## config.mk

```make
export PLATFORM = sky130hd
export DESIGN_NAME = filtered_top_n_score_list
export DESIGN_NICKNAME = d
export VERILOG_FILES = /design/src/design/ftnsl_pkg.sv /design/src/design/ftnsl_cell.sv /design/src/design/filtered_top_n_score_list.sv
export SDC_FILE = /design/constraint.sdc
export NUM_CORES = 2
export LEC_CHECK = 0
export BUFFER_PORTS_ARGS = -buffer_cell sky130_fd_sc_hd__buf_2
export CORE_AREA = 2 2 336 338
export CTS_CLUSTER_SIZE = 16
export DETAILED_ROUTE_END_ITERATION = 16
export DIE_AREA = 0 0 338 340
export PLACE_DENSITY = 0.63
export SLEW_MARGIN = 20
export SYNTH_ARGS = -nofsm -noshare
export SYNTH_HDL_FRONTEND = slang
export SYNTH_HIERARCHICAL = 1
export SYNTH_SLANG_ARGS = --single-unit
```

## constraint.sdc

```tcl
create_clock -name clock -period 14.4 [get_ports clock]
set_input_delay 0.72 -clock clock [delete_from_list [all_inputs] [get_ports clock]]
set_output_delay 0.72 -clock clock [all_outputs]
set_load 0.01 [all_outputs]
```

## src/design/ftnsl_pkg.sv

```systemverilog
// Types and constants shared by the filtered top-N score list.
package ftnsl_pkg;

   localparam int MAX_OUT = 8;
   localparam int CSR_IW  = 3;
   localparam int CSR_DW  = 16;

   localparam logic [1:0] ACT_CLEAR = 2'd0;
   localparam logic [1:0] ACT_OFFER = 2'd1;
   localparam logic [1:0] ACT_READ  = 2'd2;

   localparam logic [CSR_IW-1:0] REG_WANT_SETLIST   = 3'd0;
   localparam logic [CSR_IW-1:0] REG_WANT_SONG      = 3'd1;
   localparam logic [CSR_IW-1:0] REG_WANT_DIFF      = 3'd2;
   localparam logic [CSR_IW-1:0] REG_DIFF_FILTER_ON = 3'd3;
   localparam logic [CSR_IW-1:0] REG_WANT_AFFIL     = 3'd4;
   localparam logic [CSR_IW-1:0] REG_AFFIL_FILTER_ON = 3'd5;
   localparam logic [CSR_IW-1:0] REG_LIST_LIMIT     = 3'd6;

   localparam logic [3:0] LIST_LIMIT_RESET = 4'd8;

   typedef struct packed {
      logic [1:0]  action;
      logic [15:0] row_setlist;
      logic [7:0]  row_song;
      logic [3:0]  row_difficulty;
      logic        row_affiliation;
      logic [31:0] row_score;
      logic [15:0] row_player;
      logic [31:0] row_time;
   } req_type;

   typedef struct packed {
      logic [2:0]  rank;
      logic        entry_valid;
      logic [15:0] out_player;
      logic [31:0] out_score;
      logic [31:0] out_time;
      logic [3:0]  held_count;
      logic        last_entry;
   } rsp_type;

   typedef struct packed {
      logic [15:0] want_setlist;
      logic [7:0]  want_song;
      logic [3:0]  want_difficulty;
      logic        difficulty_filter_on;
      logic        want_affiliation;
      logic        affiliation_filter_on;
      logic [3:0]  list_limit;
   } cfg_type;

   typedef struct packed {
      logic [31:0] score;
      logic [15:0] player;
      logic [31:0] stamp;
   } entry_type;

   typedef enum logic [1:0] {
      CELL_HOLD,
      CELL_INSERT,
      CELL_ROTATE
   } cell_op_type;

   typedef struct packed {
      cell_op_type op;
      entry_type   new_entry;
   } cell_ctrl_type;

   typedef enum logic {
      ST_IDLE,
      ST_READ
   } state_type;

endpackage

```

## src/design/ftnsl_cell.sv

```systemverilog
// One slot of the ranked list: compare against the offered score, insert, shift or rotate.
module ftnsl_cell import ftnsl_pkg::*; #(
   parameter int IDX = 0,
   parameter int CW  = 4
) (
   input  logic          clock,
   input  cell_ctrl_type ctrl,
   input  logic [CW-1:0] fill,
   input  logic          prev_gt,
   input  entry_type     prev_entry,
   input  entry_type     next_entry,
   output logic          gt,
   output entry_type     entry
);

   entry_type entry_ff, entry_in;
   logic      below_fill, at_fill, shift_in;

   always_comb begin
      below_fill = CW'(IDX) < fill;
      at_fill    = CW'(IDX) == fill;
      gt         = below_fill && (ctrl.new_entry.score > entry_ff.score);
      // list is sorted, so a new row lands above us if it beat the upper neighbor's score
      shift_in   = prev_gt || (CW'(IDX) > fill);
      entry_in   = entry_ff;
      case (ctrl.op)
         CELL_INSERT: begin
            if (shift_in) begin
               entry_in = prev_entry;
            end else if (gt || at_fill) begin
               entry_in = ctrl.new_entry;
            end
         end
         CELL_ROTATE: entry_in = next_entry;
         default:     entry_in = entry_ff;
      endcase
   end

   always_ff @(posedge clock) begin
      entry_ff <= entry_in;
   end

   assign entry = entry_ff;

endmodule

```

## src/design/filtered_top_n_score_list.sv

```systemverilog
// Top level of the filtered top-N score list: config, control and the cell chain.
// A clear empties the list in the cycle it is accepted; an offered row is filtered and
// inserted by a chain of compare-and-shift cells in the cycle it is accepted, so busy
// stays low. A read-out rotates the whole chain through cell 0 and keeps busy high
// until the rotation is complete (the rotation restores the order); results come one
// per cycle, each in the cycle after its entry reaches cell 0, and cannot be stalled.
// Reading an empty list gives one result the cycle after start and does not raise busy.
module filtered_top_n_score_list import ftnsl_pkg::*; #(
   parameter int LIST_DEPTH = 8
) (
   input  logic              clock,
   input  logic              reset,
   input  logic              start,
   output logic              busy,
   input  req_type           req_data,
   output logic              rsp_valid,
   output rsp_type           rsp_data,
   input  logic              csr_valid,
   output logic              csr_ready,
   input  logic [CSR_IW-1:0] csr_index,
   input  logic [CSR_DW-1:0] csr_data
);

   localparam int CW = $clog2(LIST_DEPTH + 1);
   localparam int SW = (LIST_DEPTH > 1) ? $clog2(LIST_DEPTH) : 1;
   localparam int LW = (CW > 4) ? CW : 4;

   cfg_type       cfg_ff, cfg_in;
   state_type     state_ff, state_in;
   logic [SW-1:0] step_ff, step_in;
   logic [CW-1:0] total_ff, total_in;
   logic          rsp_valid_ff, rsp_valid_in;
   rsp_type       rsp_ff, rsp_in;

   logic          accept, match, insert_en, any_gt;
   logic [LW-1:0] lim_lw, total_lw, fill_lw, nout_lw;
   logic [CW-1:0] fill;
   cell_ctrl_type ctrl;
   logic          gt_vec [LIST_DEPTH];
   entry_type     entry_arr [LIST_DEPTH];

   assign csr_ready = 1'b1;
   assign accept    = start && !busy;
   assign busy      = (state_ff == ST_READ);

   // configuration writes
   always_comb begin
      cfg_in = cfg_ff;
      if (csr_valid && csr_ready) begin
         case (csr_index)
            REG_WANT_SETLIST:    cfg_in.want_setlist = csr_data;
            REG_WANT_SONG:       cfg_in.want_song = csr_data[7:0];
            REG_WANT_DIFF:       cfg_in.want_difficulty = csr_data[3:0];
            REG_DIFF_FILTER_ON:  cfg_in.difficulty_filter_on = csr_data[0];
            REG_WANT_AFFIL:      cfg_in.want_affiliation = csr_data[0];
            REG_AFFIL_FILTER_ON: cfg_in.affiliation_filter_on = csr_data[0];
            REG_LIST_LIMIT:      cfg_in.list_limit = csr_data[3:0];
            default:             cfg_in = cfg_ff;
         endcase
      end
   end

   // effective limit, held count truncated to it, read-out count and row filter
   always_comb begin
      lim_lw   = (LW'(cfg_ff.list_limit) > LW'(LIST_DEPTH)) ? LW'(LIST_DEPTH)
                                                             : LW'(cfg_ff.list_limit);
      total_lw = LW'(total_ff);
      fill_lw  = (total_lw > lim_lw) ? lim_lw : total_lw;
      fill     = CW'(fill_lw);
      nout_lw  = (total_lw > LW'(MAX_OUT)) ? LW'(MAX_OUT) : total_lw;
      match    = (req_data.row_setlist == cfg_ff.want_setlist)
              && (req_data.row_song == cfg_ff.want_song)
              && (!cfg_ff.difficulty_filter_on
                  || req_data.row_difficulty == cfg_ff.want_difficulty)
              && (!cfg_ff.affiliation_filter_on
                  || req_data.row_affiliation == cfg_ff.want_affiliation);
   end

   always_comb begin
      any_gt = 1'b0;
      for (int i = 0; i < LIST_DEPTH; i++) begin
         any_gt = any_gt | gt_vec[i];
      end
   end

   always_comb begin
      insert_en = accept && (req_data.action == ACT_OFFER) && match
               && ((fill_lw < lim_lw) || any_gt);
      ctrl.new_entry.score  = req_data.row_score;
      ctrl.new_entry.player = req_data.row_player;
      ctrl.new_entry.stamp  = req_data.row_time;
      if (insert_en) begin
         ctrl.op = CELL_INSERT;
      end else if (state_ff == ST_READ) begin
         ctrl.op = CELL_ROTATE;
      end else begin
         ctrl.op = CELL_HOLD;
      end
   end

   // control FSM, count and result register
   always_comb begin
      state_in     = state_ff;
      step_in      = step_ff;
      total_in     = total_ff;
      rsp_valid_in = 1'b0;
      rsp_in       = rsp_ff;
      case (state_ff)
         ST_IDLE: begin
            if (accept) begin
               case (req_data.action)
                  ACT_CLEAR: total_in = '0;
                  ACT_OFFER: begin
                     total_in = fill;
                     if (insert_en && (fill_lw < lim_lw)) begin
                        total_in = CW'(fill_lw + LW'(1));
                     end
                  end
                  ACT_READ: begin
                     if (total_ff == '0) begin
                        rsp_valid_in = 1'b1;
                        rsp_in       = '0;
                        rsp_in.last_entry = 1'b1;
                     end else begin
                        state_in = ST_READ;
                        step_in  = '0;
                     end
                  end
                  default: total_in = total_ff;
               endcase
            end
         end
         ST_READ: begin
            if (LW'(step_ff) < nout_lw) begin
               rsp_valid_in       = 1'b1;
               rsp_in.rank        = 3'(step_ff);
               rsp_in.entry_valid = 1'b1;
               rsp_in.out_player  = entry_arr[0].player;
               rsp_in.out_score   = entry_arr[0].score;
               rsp_in.out_time    = entry_arr[0].stamp;
               rsp_in.held_count  = 4'(total_ff);
               rsp_in.last_entry  = (LW'(step_ff) + LW'(1)) == nout_lw;
            end
            if (step_ff == SW'(LIST_DEPTH - 1)) begin
               state_in = ST_IDLE;
            end else begin
               step_in = step_ff + SW'(1);
            end
         end
         default: state_in = ST_IDLE;
      endcase
   end

   always_ff @(posedge clock) begin
      if (reset) begin
         cfg_ff            <= '0;
         cfg_ff.list_limit <= LIST_LIMIT_RESET;
         state_ff          <= ST_IDLE;
         step_ff           <= '0;
         total_ff          <= '0;
         rsp_valid_ff      <= 1'b0;
      end else begin
         cfg_ff       <= cfg_in;
         state_ff     <= state_in;
         step_ff      <= step_in;
         total_ff     <= total_in;
         rsp_valid_ff <= rsp_valid_in;
      end
   end

   always_ff @(posedge clock) begin
      rsp_ff <= rsp_in;
   end

   assign rsp_valid = rsp_valid_ff;
   assign rsp_data  = rsp_ff;

   for (genvar g = 0; g < LIST_DEPTH; g++) begin : g_cell
      logic      prev_gt;
      entry_type prev_entry, next_entry;

      if (g == 0) begin : g_head
         assign prev_gt    = 1'b0;
         assign prev_entry = ctrl.new_entry;
      end else begin : g_body
         assign prev_gt    = gt_vec[g-1];
         assign prev_entry = entry_arr[g-1];
      end

      if (g == LIST_DEPTH - 1) begin : g_tail
         assign next_entry = entry_arr[0];
      end else begin : g_mid
         assign next_entry = entry_arr[g+1];
      end

      ftnsl_cell #(
         .IDX (g),
         .CW  (CW)
      ) u_cell (
         .clock      (clock),
         .ctrl       (ctrl),
         .fill       (fill),
         .prev_gt    (prev_gt),
         .prev_entry (prev_entry),
         .next_entry (next_entry),
         .gt         (gt_vec[g]),
         .entry      (entry_arr[g])
      );
   end

endmodule

```

Word-level counts from Yosys, hierarchy flattened
Index checks and enable logic that the tools add are counted. Widths: inputs -> output; s select.

Bits in writable memories: 0. Memory bits (read-only): 0. Output and inout bits: 92. Flip-flop bits (word level): 773. Logic and storage cells: 231. Memories: 0. Bits in latches: 0.

Reduce and logical (&&, ||, !) cells: 61. Equality and inequality tests: 37. $lt $le $gt $ge: 29. Div/mod/pow operators: 0. $add $sub $neg: 3. Bitwise logic cells: 8. Multiplexer cells: 51. Shifts and indexed selects: 0. Multiply operators: 0.

Operators with widths (count): $mux 80 (16); $pmux 80 s2 (8); $mux 89 (4); $gt 32x32->1 (8); $pmux 89 s2 (1); $reduce_and 2->1 (15); $ne 3x1->1 const B (8); $logic_or 1x1->1 (18); $eq 16x16->1 (1); $eq 3x4->1 const A (4); $gt 3x4->1 const A (4); $logic_and 1x1->1 (16); $lt 3x4->1 const A (4); $mux 4 (4); $eq 3x3->1 const B (4); $mux 3 (4); $eq 2x4->1 const A (2); $eq 4x4->1 (2); $eq 8x8->1 (1); $gt 1x4->1 const A (2); $gt 2x4->1 const A (2); $gt 4x4->1 const B (2); $logic_not 4->1 (2); $lt 1x4->1 const A (2); other kinds (28) (55).

Longest topological paths before layout
Word-level depth: 19. Mapped depth: 22. Depth with buffers taken out: 20.

Hierarchy
Netlist, hierarchy kept.

Modules (own cells, without submodules): filtered_top_n_score_list (times used 1, cells an instance 478, area an instance 5759.3 um^2); ftnsl_cell (g_cell[5].u_cell) (times used 1, cells an instance 471, area an instance 4998.5 um^2); ftnsl_cell (g_cell[3].u_cell) (times used 1, cells an instance 475, area an instance 4983.5 um^2); ftnsl_cell (g_cell[7].u_cell) (times used 1, cells an instance 466, area an instance 4963.5 um^2); ftnsl_cell (g_cell[0].u_cell) (times used 1, cells an instance 468, area an instance 4929.7 um^2); ftnsl_cell (g_cell[1].u_cell) (times used 1, cells an instance 468, area an instance 4926.0 um^2); ftnsl_cell (g_cell[4].u_cell) (times used 1, cells an instance 469, area an instance 4924.7 um^2); ftnsl_cell (g_cell[6].u_cell) (times used 1, cells an instance 467, area an instance 4924.7 um^2); ftnsl_cell (g_cell[2].u_cell) (times used 1, cells an instance 471, area an instance 4899.7 um^2).

Least setup slack after synthesis
No wires, ideal clock.

Path type: register to register. Start point: register cfg_ff[3] in the netlist's numbering. End point: register g_cell[2].u_cell.entry_ff (netlist bit g_cell[2].u_cell/entry[0]), enable pin. Library setup time: 639 ps. Data arrival time: 10699 ps. Stages on the path, launching flop included: 17. Required time: 13761 ps. Path slack: 3062 ps. Period minus slack after synthesis: 11338 ps. Cell sequence: dfxtp_1 -> nor2b_1 -> inv_1 -> ha_1 -> and3b_4 -> a2111oi_4 -> nor2_1 -> mux2_2 -> ha_1 -> a211o_1 -> nor3b_1 -> o21ai_1 -> nand2_1 -> nor2_1 -> nor4b_1 -> xnor2_1 -> o311ai_1.

RTL lines: start: declaration (RTL line filtered_top_n_score_list.sv:28) `cfg_type cfg_ff, cfg_in;`; start signal: assignment (RTL line filtered_top_n_score_list.sv:163) `cfg_ff <= cfg_in;`; end signal: assignment (RTL line ftnsl_cell.sv:40) `entry_ff <= entry_in;`; end: declaration (RTL line ftnsl_cell.sv:16) `entry_type entry_ff, entry_in;`.

==> qor.yml <==
status: "finished, final reports clean"
clock.fmax_mhz: 137
cts_buffers: 89
crit_type: "flip-flop to flip-flop"
hold_class: "input port to flip-flop"
core-area_um2: 112000
slew_headroom_pct: 26.8
synthTopCellsByArea: "edfxtp_1 48%, mux2i_1 15%, ha_1 7.5%"
placed_area_um2: 47700
ctsHoldBuffers: 0
die-area_um2: 115000
clkPwrFrac_pct: 45.2
final_util_pct: 45.4
synth-async-reset-ratio_pct: 0
holdPathStages: 3
synth_seq_cells: 773
worstRegToRegCells: 21
clockBufferDepth: 3
cp_max_fo: 45
crit_required_ps: 14700
power.combinational.fraction_pct: 7.2
rsz0062_at_grt: "false"
hpwl_mm: 90.1
synth_seq_area_share_pct: 50.3
setup_viol: 0
hold_viol: 0
p_int_uw: 3940
leakage_uw: 0.0182
synthFlopType: "edfxtp_1"
clk_pin_slew_ps: 70
rows: 123
postCtsSetupBuffers: 0
port_buffers: 224
syn_area_um2: 45300
start_util_pct: 40.6
ant_nets: 0
grt_usage_pct: 24.7
vias: 33630
clock-sinks: 773
endpoint_kind: "flip-flop"
cts_max_level: 3
period_minus_slack_ps: 7280
post_synth_num_cell_types: 75
hold_slack_ps: 257
firstDrtPassIters: 5
worstSetupStartpointType: "flip-flop"
postLayoutCellArea_um2: 50700
dieWidth_um: 338
rr_startpoint: "cfg_ff[3]$_SDFFE_PP1P_"
totalWireLength_mm: 144
grt_first_pass_wirelength_mm: 213
fin_crit_sh_pct: 50.6
tightest_slew_ps: 1100
netlist_instances: 4233
syn_nets: 4638
yosysTopAreaCell: "edfxtp_1"
syn_to_final_growth_pct: 11.9
cts_tree: "yes"
rr_endpoint: "g_cell[0].u_cell/entry[55]$_DFFE_PP_"
pin_count: 226
drt-initial-drc-count: 3146
ctsResizeCount: 0
grt_max_degree: 95
hold_path_end: "cfg_ff[31]$_SDFFE_PP0P_"
routedWlPerCell_um: 24.2
antenna_found_initial: 19
postSynthAreaPerCell_um2: 10.7
insertion_delay_ps: 690
synth-edff-count: 729
fin_skew_ps: 44.7
grt_pass1_vias: 32487
post-route-drc-count: 0
synth_top_area_share_pct: 48.3
grt-ovfl-total: 0
die_height_um: 340
yosys_warnings: 6
cellPowerDensity_nw_per_um2: 102
min_from: "csr_data[12]"
peakVddDrop_mv: 0.0934
drive_gt1_share_pct: 10.6
place.gp.congestion: 0.937
nets: 4770
r2r_slack_ps: 7120
switchingPower_uw: 1230
avgViaCountPerCell: 5.66
cts_root_buf: "clkbuf_16"
drv_cap: 0
setup_tns_ps: 0
cp.arrival_ps: 7580
p_seq_share_pct: 47.6
drv_slew: 0
switching_share_pct: 23.8
-- worst max-delay path: stages (launching register included) --
cell and delay [ps]:
dfxtp_1 360, nor2b_1 210, inv_1 110, ha_1 350, and3b_4 220, a2111oi_4 350
nor2_1 190, mux2_2 530, ha_1 330, a211o_1 310, nor3b_1 180, o21ai_1 150
nand2_1 160, nor2_1 70, nor4b_2 260, buf_4 360, inv_1 130, ha_4 250
a31o_2 230, a31oi_4 710, buf_4 520, buf_4 780
-- worst max path at each step --
stage                           startpoint                                   end  slack [ps]  cells after the start
floorplan           cfg_ff[3]$_SDFFE_PP1P_   g_cell[2].u_cell/entry[0]$_DFFE_PP_        3060                     16
global placement              req_data[77]  g_cell[0].u_cell/entry[40]$_DFFE_PP_        7250                     17
detailed placement            req_data[77]  g_cell[0].u_cell/entry[40]$_DFFE_PP_        7150                     17
CTS                 cfg_ff[3]$_SDFFE_PP1P_  g_cell[0].u_cell/entry[43]$_DFFE_PP_        7140                     21
global route        cfg_ff[3]$_SDFFE_PP1P_  g_cell[0].u_cell/entry[49]$_DFFE_PP_        6770                     21
finish              cfg_ff[3]$_SDFFE_PP1P_  g_cell[0].u_cell/entry[55]$_DFFE_PP_        7120                     21
-- power groups by stage --
stage	logic, uW	clock network [uW]	registers (uW)
after floorplan	226	0	2510
after global placement	357	0	2510
after detailed placement	364	0	2510
after CTS	365	2380	2460
after global routing	402	2470	2460
final	372	2330	2460
-- sequential cells by signal, indices dropped and copies added, names as in the netlist --
| name | flops |
|---|---|
| busy | 1 |
| rsp_data | 89 |
| total_ff | 4 |
| cfg_ff | 35 |
| rsp_valid | 1 |
| g_cell.u_cell/entry | 640 |
| step_ff | 3 |
-- cell type report --
| type | instances | area, um2 |
|---|---|---|
| Antenna cell | 7 | 17.5 |
| Clock buffer | 114 | 2460 |
| Clock inverter | 49 | 509 |
| Fill cell | 10467 | 60900 |
| Inverter | 272 | 1020 |
| Multi-Input combinational cell | 2953 | 20500 |
| Sequential cell | 773 | 22800 |
| Tap cell | 1500 | 1880 |
| Timing Repair Buffer | 276 | 1530 |
-- per-layer routing --
metal	up-vias	track usage [%]	part of all wire, %
met5	-	0	0.070
met4	16	7.47	2.9
met3	235	4.02	7.0
met2	1234	39.9	46
met1	16542	33.8	44
li1	15603	-	-
-- cells in the final DEF (no fill, tap or decap), types with 11 or more instances in the layout --
cell / n
edfxtp_1: 729
nand2_1: 718
mux2i_1: 660
o21ai_0: 514
inv_1: 272
ha_1: 270
buf_2: 224
o21ai_1: 147
a21oi_1: 119
clkbuf_16: 95
and2_1: 87
nor2_1: 53
nand4_1: 50
buf_4: 50
dfxtp_1: 43
nand3_1: 40
a21o_1: 36
xor2_1: 31
nor4_1: 21
clkinv_1: 19
clkbuf_1: 18
nor2b_1: 16
nor3_1: 15
clkinv_2: 11
-- metrics by stage --
step / cells / total power, uW / setup slack, ps
3_5_place_dp: 5774 / 2870 / 7150
5_1_grt: 5941 / 5330 / 6770
4_1_cts: 5937 / 5210 / 7140
2_1_floorplan: 4233 / 2740 / 3060
3_3_place_gp: 5774 / 2860 / 7250
6_report: 5944 / 5170 / 7120
-- cell families (layout without fill, tap and decap cells) --
| group | Yosys count | after routing | synth area share [%] |
|---|---|---|---|
| xor+xnor | 34 | 34 | 0.657 |
| compound gates | 921 | 921 | 11.3 |
| mux | 664 | 664 | 14.7 |
| buf+inv | 507 | 711 | 5.05 |
| other cells | 2 | 9 | 0.0166 |
| simple gates | 1061 | 1061 | 10.6 |
| flops | 773 | 773 | 50.3 |
| fa+ha+maj | 271 | 271 | 7.48 |
-- synth_stat cells, drive strengths merged, types with 44 or more instances --
library cell,instances
nor2,55
inv,272
dfxtp,44
and2,87
edfxtp,729
nand2,719
a21oi,131
mux2i,660
buf,116
nand4,58
ha,271
clkbuf,119
o21ai,661
Note: power is estimated with default switching activity, not from simulation.
